**src/rtl/hue_saturation_to_rgb_led_duty_defines.svh**
```systemverilog
`ifndef HUE_SATURATION_TO_RGB_LED_DUTY_DEFINES_SVH
`define HUE_SATURATION_TO_RGB_LED_DUTY_DEFINES_SVH

// Same-cycle implication, checked while out of reset.
`define HSRGB_ASSERT_NOW(label, ante, cons, msg) \
  label: assert property (@(posedge clk) disable iff (rst) (ante) |-> (cons)) \
    else $error(msg);

// Next-cycle implication, checked while out of reset.
`define HSRGB_ASSERT_NEXT(label, ante, cons, msg) \
  label: assert property (@(posedge clk) disable iff (rst) (ante) |=> (cons)) \
    else $error(msg);

`endif

```
**src/rtl/hsrgb_pkg.sv**
```systemverilog
package hsrgb_pkg;

  localparam int GAMMA_TABLE_BITS_DEF = 8;

  // Channels are Q16 with one = 65536, so they need 17 bits
  localparam int CH_W = 17;
  localparam logic [CH_W-1:0] CH_HALF = 17'h08000;

  // Channel times intensity
  localparam int PROD_W = 25;

  // floor(x/255) estimate: (x * ceil(2^23/255)) >> 23, at most one too high
  localparam int RECIP_W = 16;
  localparam logic [RECIP_W-1:0] RECIP_255 = 16'd32897;
  localparam int RECIP_SHIFT = 23;
  localparam int EST_W = PROD_W + RECIP_W;

  typedef enum logic [2:0] {
    SEXT_RED_TO_YELLOW,
    SEXT_YELLOW_TO_GREEN,
    SEXT_GREEN_TO_CYAN,
    SEXT_CYAN_TO_BLUE,
    SEXT_BLUE_TO_MAGENTA,
    SEXT_MAGENTA_TO_RED
  } sextant_t;

  typedef struct packed {
    logic [15:0] hue_angle;
    logic [7:0]  sat_level;
    logic [7:0]  intensity;
  } color_t;

  typedef struct packed {
    logic [7:0] red_duty;
    logic [7:0] green_duty;
    logic [7:0] blue_duty;
  } duty_t;

  // floor(255 * (idx/(2^bits-1))^2.5) in exact integers: largest r with
  // r^2 * (n-1)^5 <= 255^2 * idx^5. Evaluated at elaboration only.
  function automatic logic [7:0] gamma_entry(input int idx, input int bits);
    logic [95:0] n1;
    logic [95:0] x;
    logic [95:0] den;
    logic [95:0] x5;
    logic [95:0] rhs;
    logic [95:0] lhs;
    logic [7:0]  r;
    logic [7:0]  cand;
    n1  = 96'((1 << bits) - 1);
    x   = 96'(idx);
    den = n1 * n1 * n1 * n1 * n1;
    x5  = x * x * x * x * x;
    rhs = 96'd65025 * x5;
    r   = 8'd0;
    for (int b = 7; b >= 0; b--) begin
      cand = r | (8'd1 << b);
      lhs  = 96'(cand) * 96'(cand) * den;
      if (lhs <= rhs) begin
        r = cand;
      end
    end
    return r;
  endfunction

endpackage

```
**src/rtl/hsrgb_stream_if.sv**
```systemverilog
interface hsrgb_stream_if #(
  parameter type payload_t = logic
) ();

  logic     valid;
  logic     ready;
  payload_t data;

  modport source (output valid, output data, input ready);
  modport sink (input valid, input data, output ready);

endinterface

```
**src/rtl/hue_saturation_to_rgb_led_duty.sv**
```systemverilog
// An accepted color beat moves through the stage registers to its duty beat on the output.
// Throughput: one beat per cycle while the output takes beats; each stage advances on
// its own, so a stalled output holds only the stages behind it until a bubble is found.
// Depth is set by the two chained multiplies of the divide-by-255 scaling and
// the registered gamma table read. Reset (rst, synchronous) clears the valid bits;
// the gamma table is constant logic and needs no fill after reset.
`include "hue_saturation_to_rgb_led_duty_defines.svh"

module hue_saturation_to_rgb_led_duty #(
  parameter int GAMMA_TABLE_BITS = hsrgb_pkg::GAMMA_TABLE_BITS_DEF
) (
  input  logic           clk,
  input  logic           rst,
  hsrgb_stream_if.sink   color,
  hsrgb_stream_if.source duty
);

  import hsrgb_pkg::*;

  localparam int LutSize = 1 << GAMMA_TABLE_BITS;
  localparam int Stages  = 7;
  localparam int Lanes   = 3;
  localparam int IdxTop  = 15;
  localparam int IdxLow  = 16 - GAMMA_TABLE_BITS;

  logic [Stages:1] vld;
  logic [Stages:1] adv;

  // Gamma table, folded to constants
  logic [7:0] lut [LutSize];
  for (genvar gi = 0; gi < LutSize; gi++) begin : g_lut
    assign lut[gi] = gamma_entry(gi, GAMMA_TABLE_BITS);
  end

  // A stage loads when it is empty or its contents move on
  always_comb begin
    adv[Stages] = !vld[Stages] || duty.ready;
    for (int k = Stages - 1; k >= 1; k--) begin
      adv[k] = !vld[k] || adv[k+1];
    end
  end

  assign color.ready = adv[1];

  always_ff @(posedge clk) begin
    if (rst) begin
      vld <= '0;
    end else begin
      if (adv[1]) begin
        vld[1] <= color.valid;
      end
      for (int k = 2; k <= Stages; k++) begin
        if (adv[k]) begin
          vld[k] <= vld[k-1];
        end
      end
    end
  end

  // Stage 1: half saturation and hue sextant
  logic [14:0] sat128;
  logic [15:0] hs_round;
  logic [15:0] hs_comb;
  logic [18:0] h6;

  logic [15:0] s1_hs;
  sextant_t    s1_sext;
  logic [15:0] s1_frac;
  logic [7:0]  s1_inten;

  always_comb begin
    sat128   = {color.data.sat_level, 7'b0};
    // floor(256*y/255) for a 15-bit y
    hs_round = 16'(sat128) + 16'(sat128 >> 8) + 16'd1;
    hs_comb  = 16'(sat128) + 16'(hs_round[15:8]);
    h6       = 19'({color.data.hue_angle, 2'b0}) + 19'({color.data.hue_angle, 1'b0});
  end

  always_ff @(posedge clk) begin
    if (adv[1]) begin
      s1_hs    <= hs_comb;
      s1_sext  <= sextant_t'(h6[18:16]);
      s1_frac  <= h6[15:0];
      s1_inten <= color.data.intensity;
    end
  end

  // Stage 2: ramp offset (v - m) * f
  logic [32:0] vsf_full;

  logic [CH_W-1:0] s2_vsf;
  logic [15:0]     s2_hs;
  sextant_t        s2_sext;
  logic [7:0]      s2_inten;

  assign vsf_full = 33'({s1_hs, 1'b0}) * 33'(s1_frac);

  always_ff @(posedge clk) begin
    if (adv[2]) begin
      s2_vsf   <= vsf_full[32:16];
      s2_hs    <= s1_hs;
      s2_sext  <= s1_sext;
      s2_inten <= s1_inten;
    end
  end

  // Stage 3: channel select
  logic [CH_W-1:0] ch_max;
  logic [CH_W-1:0] ch_min;
  logic [CH_W-1:0] mid1;
  logic [CH_W-1:0] mid2;
  logic [CH_W-1:0] ch_sel [Lanes];

  logic [CH_W-1:0] s3_ch [Lanes];
  logic [7:0]      s3_inten;

  always_comb begin
    ch_max = CH_HALF + CH_W'(s2_hs);
    ch_min = CH_HALF - CH_W'(s2_hs);
    mid1   = ch_min + s2_vsf;
    mid2   = ch_max - s2_vsf;
    case (s2_sext)
      SEXT_YELLOW_TO_GREEN: begin
        ch_sel[0] = mid2;   ch_sel[1] = ch_max; ch_sel[2] = ch_min;
      end
      SEXT_GREEN_TO_CYAN: begin
        ch_sel[0] = ch_min; ch_sel[1] = ch_max; ch_sel[2] = mid1;
      end
      SEXT_CYAN_TO_BLUE: begin
        ch_sel[0] = ch_min; ch_sel[1] = mid2;   ch_sel[2] = ch_max;
      end
      SEXT_BLUE_TO_MAGENTA: begin
        ch_sel[0] = mid1;   ch_sel[1] = ch_min; ch_sel[2] = ch_max;
      end
      SEXT_MAGENTA_TO_RED: begin
        ch_sel[0] = ch_max; ch_sel[1] = ch_min; ch_sel[2] = mid2;
      end
      default: begin
        ch_sel[0] = ch_max; ch_sel[1] = mid1;   ch_sel[2] = ch_min;
      end
    endcase
  end

  always_ff @(posedge clk) begin
    if (adv[3]) begin
      for (int l = 0; l < Lanes; l++) begin
        s3_ch[l] <= ch_sel[l];
      end
      s3_inten <= s2_inten;
    end
  end

  // Stage 4: scale by intensity
  logic [PROD_W-1:0] s4_prod [Lanes];

  always_ff @(posedge clk) begin
    if (adv[4]) begin
      for (int l = 0; l < Lanes; l++) begin
        s4_prod[l] <= PROD_W'(s3_ch[l]) * PROD_W'(s3_inten);
      end
    end
  end

  // Stage 5: quotient estimate by reciprocal
  logic [EST_W-1:0]  est_full [Lanes];
  logic [CH_W-1:0]   s5_q [Lanes];
  logic [PROD_W-1:0] s5_prod [Lanes];

  always_comb begin
    for (int l = 0; l < Lanes; l++) begin
      est_full[l] = EST_W'(s4_prod[l]) * EST_W'(RECIP_255);
    end
  end

  always_ff @(posedge clk) begin
    if (adv[5]) begin
      for (int l = 0; l < Lanes; l++) begin
        s5_q[l]    <= est_full[l][RECIP_SHIFT +: CH_W];
        s5_prod[l] <= s4_prod[l];
      end
    end
  end

  // Stage 6: correct the estimate, form table index
  logic [PROD_W:0]               q_back [Lanes];
  logic [CH_W-1:0]               ch_scaled [Lanes];
  logic [GAMMA_TABLE_BITS-1:0]   idx_comb [Lanes];
  logic [GAMMA_TABLE_BITS-1:0]   s6_idx [Lanes];

  always_comb begin
    for (int l = 0; l < Lanes; l++) begin
      q_back[l] = (PROD_W + 1)'({s5_q[l], 8'b0}) - (PROD_W + 1)'(s5_q[l]);
      if (q_back[l] > (PROD_W + 1)'(s5_prod[l])) begin
        ch_scaled[l] = s5_q[l] - CH_W'(1);
      end else begin
        ch_scaled[l] = s5_q[l];
      end
      // Full channel saturates to the last entry
      if (ch_scaled[l][CH_W-1]) begin
        idx_comb[l] = '1;
      end else begin
        idx_comb[l] = ch_scaled[l][IdxTop:IdxLow];
      end
    end
  end

  always_ff @(posedge clk) begin
    if (adv[6]) begin
      for (int l = 0; l < Lanes; l++) begin
        s6_idx[l] <= idx_comb[l];
      end
    end
  end

  // Stage 7: gamma table read into the output register
  logic [7:0] s7_duty [Lanes];

  always_ff @(posedge clk) begin
    if (adv[7]) begin
      for (int l = 0; l < Lanes; l++) begin
        s7_duty[l] <= lut[s6_idx[l]];
      end
    end
  end

  assign duty.valid           = vld[Stages];
  assign duty.data.red_duty   = s7_duty[0];
  assign duty.data.green_duty = s7_duty[1];
  assign duty.data.blue_duty  = s7_duty[2];

  `HSRGB_ASSERT_NEXT(a_accept_fills_stage1, color.valid && color.ready, vld[1],
    "accepted beat did not reach stage 1")

  `HSRGB_ASSERT_NOW(a_ramp_within_span, vld[2], s2_vsf <= CH_W'({s2_hs, 1'b0}),
    "ramp offset exceeds channel span")

  `HSRGB_ASSERT_NOW(a_max_channel_present, vld[3],
    s3_ch[0] >= CH_HALF || s3_ch[1] >= CH_HALF || s3_ch[2] >= CH_HALF,
    "no channel at or above one half")

  `HSRGB_ASSERT_NOW(a_quot_est_bounded, vld[5],
    q_back[0] <= (PROD_W + 1)'(s5_prod[0]) + (PROD_W + 1)'(255),
    "divide-by-255 estimate more than one too high")

endmodule

```
**src/flat_wrapper.sv**
```systemverilog
// flat-port wrapper written by rule: the top's interface ports become plain ports
module hue_saturation_to_rgb_led_duty_flat import hsrgb_pkg::*;
#(
  parameter int GAMMA_TABLE_BITS = hsrgb_pkg::GAMMA_TABLE_BITS_DEF
)
  (clk, rst, color_valid, color_data, color_ready, duty_valid, duty_data, duty_ready);
  hsrgb_stream_if #(.payload_t(color_t)) color_i ();
  hsrgb_stream_if #(.payload_t(duty_t)) duty_i ();
  input  logic clk;
  input  logic rst;
  input wire logic [$bits(color_i.valid)-1:0] color_valid;
  input wire logic [$bits(color_i.data)-1:0] color_data;
  output wire logic [$bits(color_i.ready)-1:0] color_ready;
  output wire logic [$bits(duty_i.valid)-1:0] duty_valid;
  output wire logic [$bits(duty_i.data)-1:0] duty_data;
  input wire logic [$bits(duty_i.ready)-1:0] duty_ready;
  assign color_i.valid = color_valid;
  assign color_i.data = color_data;
  assign color_ready = color_i.ready;
  assign duty_valid = duty_i.valid;
  assign duty_data = duty_i.data;
  assign duty_i.ready = duty_ready;
  hue_saturation_to_rgb_led_duty #(.GAMMA_TABLE_BITS(GAMMA_TABLE_BITS)) u_core (.clk(clk), .rst(rst), .color(color_i), .duty(duty_i));
endmodule
```
**config.mk**
```make
export PLATFORM = sky130hd
export DESIGN_NAME = hue_saturation_to_rgb_led_duty_flat
export DESIGN_NICKNAME = d
export VERILOG_FILES = /design/src/rtl/hsrgb_pkg.sv /design/src/rtl/hsrgb_stream_if.sv /design/src/rtl/hue_saturation_to_rgb_led_duty.sv /design/src/flat_wrapper.sv
export VERILOG_INCLUDE_DIRS = /design/src /design/src/rtl
export SDC_FILE = /design/constraint.sdc
export NUM_CORES = 2
export LEC_CHECK = 0
export BUFFER_PORTS_ARGS = -buffer_cell sky130_fd_sc_hd__clkbuf_2
export CORE_MARGIN = 2
export CORE_UTILIZATION = 55
export DETAILED_ROUTE_END_ITERATION = 6
export PLACE_DENSITY = 0.71
export SYNTH_ARGS = -nofsm -noshare
export SYNTH_HDL_FRONTEND = slang
export SYNTH_SLANG_ARGS = --single-unit
export TNS_END_PERCENT = 100
```
**constraint.sdc**
```tcl
create_clock -name clk -period 8.7 [get_ports clk]
set_input_delay 2.175 -clock clk [delete_from_list [all_inputs] [get_ports clk]]
set_output_delay 2.175 -clock clk [all_outputs]
set_load 0.02 [all_outputs]
```
## Word level (Yosys, flattened, before mapping)

Memory sizes are Yosys's and may differ from the RTL's.
Index checks and enable logic that the tools add are counted.
W data, S select, Z words.

| cells by class | value |
|---|---|
| add/subtract/negate cells | 14 |
| multiply operators | 7 |
| div/mod/pow operators | 0 |
| magnitude comparators | 6 |
| equality and inequality tests | 5 |
| shift-type cells | 0 |
| multiplexer cells | 23 |
| bitwise gates (word level) | 3 |
| reduce and logical (&&, ||, !) cells | 14 |

Operators by type and width:

| operator | count |
|---|---|
| $pmux W51 S5 | 1 |
| $mul A25 B16 Y40 const B | 3 |
| $gt A26 B25 Y1 | 3 |
| $sub A25 B17 Y26 | 3 |
| $mul A17 B8 Y25 | 3 |
| $mux W8 | 9 |
| $mux W17 | 3 |
| $sub A17 B1 Y17 const B | 3 |
| $mul A16 B16 Y32 | 1 |
| $ge A9 B9 Y1 const B | 3 |
| $not A8 Y9 | 3 |
| $add A18 B17 Y19 | 1 |
| $add A16 B16 Y17 const A | 1 |
| $add A17 B17 Y17 | 1 |
| $sub A16 B16 Y17 const A | 1 |
| $sub A17 B17 Y17 | 1 |
| $add A15 B7 Y16 | 1 |
| $add A15 B8 Y16 | 1 |
| $add A16 B1 Y16 const B | 1 |
| $mux W1 | 10 |
| $logic_not A1 Y1 | 7 |
| $logic_or A1 B1 Y1 | 7 |
| $eq A3 B2 Y1 const B | 2 |
| $eq A3 B3 Y1 const B | 2 |
| $eq A3 B1 Y1 const B | 1 |

| storage, ports and cells | value |
|---|---|
| flip-flop bits (word level) | 102 |
| bits in latches | 0 |
| bits in writable memories | 300 |
| bits in read-only memories | 6144 |
| bits of input ports | 36 |
| output and inout bits | 26 |
| logic and storage cells | 97 |
| memories | 9 |

Memories:

| memory | depth | bits a word | rd ports | clocked after Yosys merged registers in | wr ports | RTL line | text |
|---|---|---|---|---|---|---|---|
| (no name shown) | 256 | 8 | 1 | 0 | 0 | hue_saturation_to_rgb_led_duty.sv:221 | `s7_duty[l] <= lut[s6_idx[l]];` |
| (no name shown) | 256 | 8 | 1 | 0 | 0 | hue_saturation_to_rgb_led_duty.sv:221 |  |
| (no name shown) | 256 | 8 | 1 | 0 | 0 | hue_saturation_to_rgb_led_duty.sv:221 |  |
| u_core.s4_prod | 3 | 25 | 3 | 0 | 3 | hue_saturation_to_rgb_led_duty.sv:154 | `logic [PROD_W-1:0] s4_prod [Lanes];` |
| u_core.s5_prod | 3 | 25 | 3 | 0 | 3 | hue_saturation_to_rgb_led_duty.sv:167 | `logic [PROD_W-1:0] s5_prod [Lanes];` |
| u_core.s3_ch | 3 | 17 | 3 | 0 | 3 | hue_saturation_to_rgb_led_duty.sv:114 | `logic [CH_W-1:0] s3_ch [Lanes];` |
| 3 more memories | n/a | n/a | n/a | n/a | n/a | n/a |  |

## Logic depth before layout (Yosys ltp)

| logic depth | value |
|---|---|
| word-level depth | 8 |
| depth in mapped cells | 25 |
| depth with buffers taken out | 24 |

## Least setup slack after synthesis

Ideal clock, no wire load.

| timing path | value |
|---|---|
| path type | in2out |
| from | input duty_ready |
| to | output color_ready |
| arrival | 4.256 ns |
| data required time | 6.525 ns |
| slack | 2.269 ns |
| cell stages on the path | 5 |
| buffers on the path | 1 |
| cell sequence | nor2b_1 > and2_1 > and3_1 > clkbuf_1 > nand4_1 |

| between the ends | value |
|---|---|
| longest elaborated chain between the ends | 7 |

Ends and longest elaborated chain:

| what | RTL line | text |
|---|---|---|
| from (decl) | flat_wrapper.sv:16 | `input wire logic [$bits(duty_i.ready)-1:0] duty_ready;` |
| $logic_or A1 B1 Y1 | hue_saturation_to_rgb_led_duty.sv:37 | `adv[Stages] = !vld[Stages] \|\| duty.ready;` |
| $logic_or A1 B1 Y1 (6 in a row) | hue_saturation_to_rgb_led_duty.sv:39 | `adv[k] = !vld[k] \|\| adv[k+1];` |
| to (decl) | flat_wrapper.sv:13 | `output wire logic [$bits(color_i.ready)-1:0] color_ready;` |

No other way between the ends.

## Worst setup path in the final report

| timing path | value |
|---|---|
| from | register u_core.s1_hs[6] |
| to | register u_core.s2_vsf[16], data pin |

| between the ends | value |
|---|---|
| longest elaborated chain between the ends | 1 |

Ends and longest elaborated chain:

| what | RTL line | text |
|---|---|---|
| from (decl) | hue_saturation_to_rgb_led_duty.sv:66 | `logic [15:0] s1_hs;` |
| from (signal assigned) | hue_saturation_to_rgb_led_duty.sv:81 | `s1_hs <= hs_comb;` |
| $mul A16 B16 Y32 | hue_saturation_to_rgb_led_duty.sv:96 | `assign vsf_full = 33'({s1_hs, 1'b0}) * 33'(s1_frac);` |
| named net u_core.vsf_full[32] | hue_saturation_to_rgb_led_duty.sv:89 | `logic [32:0] vsf_full;` |
| to (signal assigned) | hue_saturation_to_rgb_led_duty.sv:100 | `s2_vsf <= vsf_full[32:16];` |
| to (decl) | hue_saturation_to_rgb_led_duty.sv:91 | `logic [CH_W-1:0] s2_vsf;` |

The timed path passes the listed nets, and every way through them passes these cells.
A chain may end at the register's enable or synchronous reset.

==> key figures <==
Outcome
  – Outcome: completed

Global route
  – First-pass GRT wire length: between 150 and 200 mm
  – Largest net degree at the start of global routing: 78
  – Total gr overflow: 0
  – Vias in the first global route: 38,411
  – GRT Total Usage: 0.245
  – Initial antenna violation count: 3

Route
  – Final wirelength: 115 mm
  – DRC viols: 0
  – DRT Pass-1 Iters: 6
  – DR vias: approximately 38,000
  – Antenna-violating nets left: 0
  – DRT iter0 DRCs: approximately 2,400
  – Vias per cell: about 5.7
  – Routed length per instance: approximately 17 um

Clocking
  – Hold buffer count at cts: 0
  – CTS tree: built
  – CTS max path bufs: 3
  – Clock Latency Late Sink: around 0.64 ns
  – Clock Sinks: between 400 and 500
  – Clk root buf: clkbuf_16
  – Post-CTS Resized: 0
  – Clock Pin Slew Worst Setup and Hold Paths: 0.06 ns
  – Post-CTS Setup Repair Bufs: 0
  – Number of H-tree levels: 2
  – CTS Buf Count: a little under 50

Cells and area
  – Most frequent cells in the layout: 798 x inv_1, 750 x ha_1, 602 x nand2_1, 477 x fa_1, 394 x edfxtp_1
  – Area growth syn-to-layout: 5.80%
  – Share of cells above drive strength 1: 0.0443
  – Area of the multi-input gates: 35,700 sq um
  – NumNets Final: roughly 6,700
  – Reg area: between 10,000 and 15,000 sq um
  – Fill count: 8,095
  – # diodes: 0
  – Commonest non-fill, non-tap cell in the layout: inv_1

Synthesis
  – Synth Net Count: a little under 7,000
  – Post-Syn Instances: ~5,500
  – Avg Cell Area, Syn: just over 9 sq um
  – Register bit count reported by yosys: 401
  – Post-synth EDFFs: just under 400
  – Synth Cell Area: approximately 50,000 sq um
  – Synth warn: 0
  – Main synth FF type: edfxtp_1
  – Sequential share of the synthesized area: 0.233
  – Synth cell types: between 80 and 90
  – Ys async rst share: 0

Worst setup path
  – Reg2Reg Launch Point: u_core.s1_hs[6]
  – CP Data Required Time: between 9 and 10 ns
  – R2R Setup Slk: roughly 1.4 ns
  – Endpoint type of the worst setup path: flip-flop
  – Slowest stage delay, CP: roughly 0.72 ns
  – Buffers & Inverters on Critical Path: 6
  – FF-to-FF End: u_core.s2_vsf[16]
  – Startpoint types: flip-flop
  – Crit path kind: reg -> reg
  – FF-to-FF path depth: 24
  – Critical path's slowest cell: o31ai_1
  – Critical path fanouts, max: 16
  – Worst path arrival time: approximately 7.7 ns
  – Worst-path cell chain: and2_1, fa_1, inv_1, fa_1, inv_1, fa_1, inv_1, fa_1, inv_1, fa_1, inv_1, fa_1, inv_1, ha_1, o211ai_1, nor3_1, a21oi_1, o31ai_1, o21ai_0, o21ai_0, a41o_1, o21a_1, nor2_1, xnor2_1
  – Delay-heaviest family, CP: adder cells

STA
  – Actual slew at the worst max-slew pin: about 1 ns
  – Clock Skew: just over 0.02 ns
  – Max transition margin: 0.321
  – Final Cycle Share: 0.841
  – Fmax achieved: roughly 0.14 GHz
  – Pins Over Slew Limit: 0
  – Fin Setup TNS: 0 ns
  – Min Tclk post-route: 7.32 ns
  – RSZ-0062 raised after global routing: false
  – Setup violators final: 0
  – Final Hold Fails: 0

Floorplan
  – Core area: just over 90,000 sq um
  – Die width: ~310 um
  – Floorplan die area: slightly below 100,000 sq um
  – # IOs: 62
  – Die Y: just over 300 um
  – Site Rows: about 110
  – Starting density of the core: 0.553

Worst hold path
  – Hold path depth: 0
  – Worst Hold Path EP: u_core.s2_sext[1]
  – Worst Hold Class: reg -> reg
  – Hold Startpoint: u_core.s1_sext[1]

Place
  – Number of buffers added on ports: 61
  – Post-DP HPWL: 89.2 mm
  – GP Congestion: slightly above 0.9

Flow run
  – Max Cap Violations: 0
[logic make-up after synthesis]
logic type                 count (synthesis)  synth area share
and+or+nand+nor                         1593             0.149
buffers and inverters                   1006            0.0735
DFF                                      401             0.233
AOI/OAI and AO/OA                        978             0.121
adders and majority gates               1227             0.368
xor gates and xnor gates                 247            0.0422
muxes                                     48            0.0137
[registers in the layout, summed over array words and instances (netlist names)]
| name | cells |
|---|---|
| u_core.s4_prod | 75 |
| u_core.s2_inten | 8 |
| u_core.s2_sext | 3 |
| u_core.s1_hs | 16 |
| u_core.s3_inten | 8 |
| u_core.s6_idx | 24 |
| u_core.s5_prod | 75 |
| u_core.vld | 7 |
| u_core.s1_inten | 8 |
| u_core.s3_ch | 51 |
| u_core.s1_sext | 3 |
| u_core.s2_vsf | 17 |
| u_core.s5_q | 51 |
| u_core.s2_hs | 16 |
| u_core.s7_duty | 24 |
| u_core.s1_frac | 15 |
[Yosys cell counts (28+ instances only)]
| cell | number | area, sq um |
|---|---|---|
| or3_1 | 28 | 175 |
| nor3_1 | 89 | 445 |
| ha_1 | 750 | 9380 |
| nand3_1 | 87 | 435 |
| o21a_1 | 39 | 293 |
| a21o_1 | 78 | 586 |
| fa_1 | 477 | 9550 |
| a21oi_1 | 261 | 1310 |
| nand4_1 | 31 | 194 |
| a211oi_1 | 60 | 450 |
| o21bai_1 | 31 | 233 |
| nor2_1 | 262 | 983 |
| a31oi_1 | 47 | 294 |
| edfxtp_1 | 394 | 11800 |
| xnor2_1 | 182 | 1590 |
| o211ai_1 | 42 | 315 |
| nand2b_1 | 33 | 206 |
| and2_1 | 323 | 2020 |
| inv_1 | 799 | 3000 |
| and3_1 | 30 | 188 |
| nand2_1 | 604 | 2270 |
| clkbuf_1 | 183 | 687 |
| o21ai_0 | 242 | 1210 |
| nor2b_1 | 37 | 231 |
| xor2_1 | 64 | 561 |
[layout make-up]
type / instances / area share
inverter: 805 / 0.0555
timing repair buffer: 93 / 0.0102
sequential: 401 / 0.220
tap: 1254 / 0.0288
clock inverter: 38 / 0.00666
clock buffer: 53 / 0.0228
multi-input combinational: 4093 / 0.656
[metrics by stage]
step / hold slack [ns] / instance area, sq um / cells / util / worst slack, ns
after floorplan: 0.400 / 51500 / 5500 / - / 2.27
after global placement: 0.401 / 52900 / 6646 / 0.568 / 1.42
after detailed placement: 0.406 / 52900 / 6646 / 0.568 / 1.41
after CTS: 0.420 / 54500 / 6737 / 0.585 / 1.38
after global routing: 0.429 / 54500 / 6737 / 0.585 / 0.967
final: 0.418 / 54500 / 6737 / 0.585 / 1.38
[per-layer routing]
layer / vias up / GRT usage / wire length [um]
li1: 18558 / - / -
met1: 18607 / 0.330 / 50700
met2: 1000 / 0.415 / 54700
met3: 211 / 0.0256 / 5910
met4: 4 / 0.0784 / 3330
met5: - / 0 / 26
[how the worst max path moves through the flow]
stage	slack (ns)	from	cells after the start	to
after floorplan	2.27	duty_ready	5	color_ready
after global placement	1.42	u_core.s1_hs[6]	24	u_core.s2_vsf[16]
after detailed placement	1.41	u_core.s1_hs[6]	24	u_core.s2_vsf[16]
after CTS	1.38	u_core.s1_hs[6]	24	u_core.s2_vsf[16]
after global routing	0.97	u_core.s1_hs[10]	23	u_core.s2_vsf[16]
final	1.38	u_core.s1_hs[6]	24	u_core.s2_vsf[16]
Power is left out: the tool's default activity adds up to more than one toggle a clock period on the data nets, which glitch-free logic cannot reach.
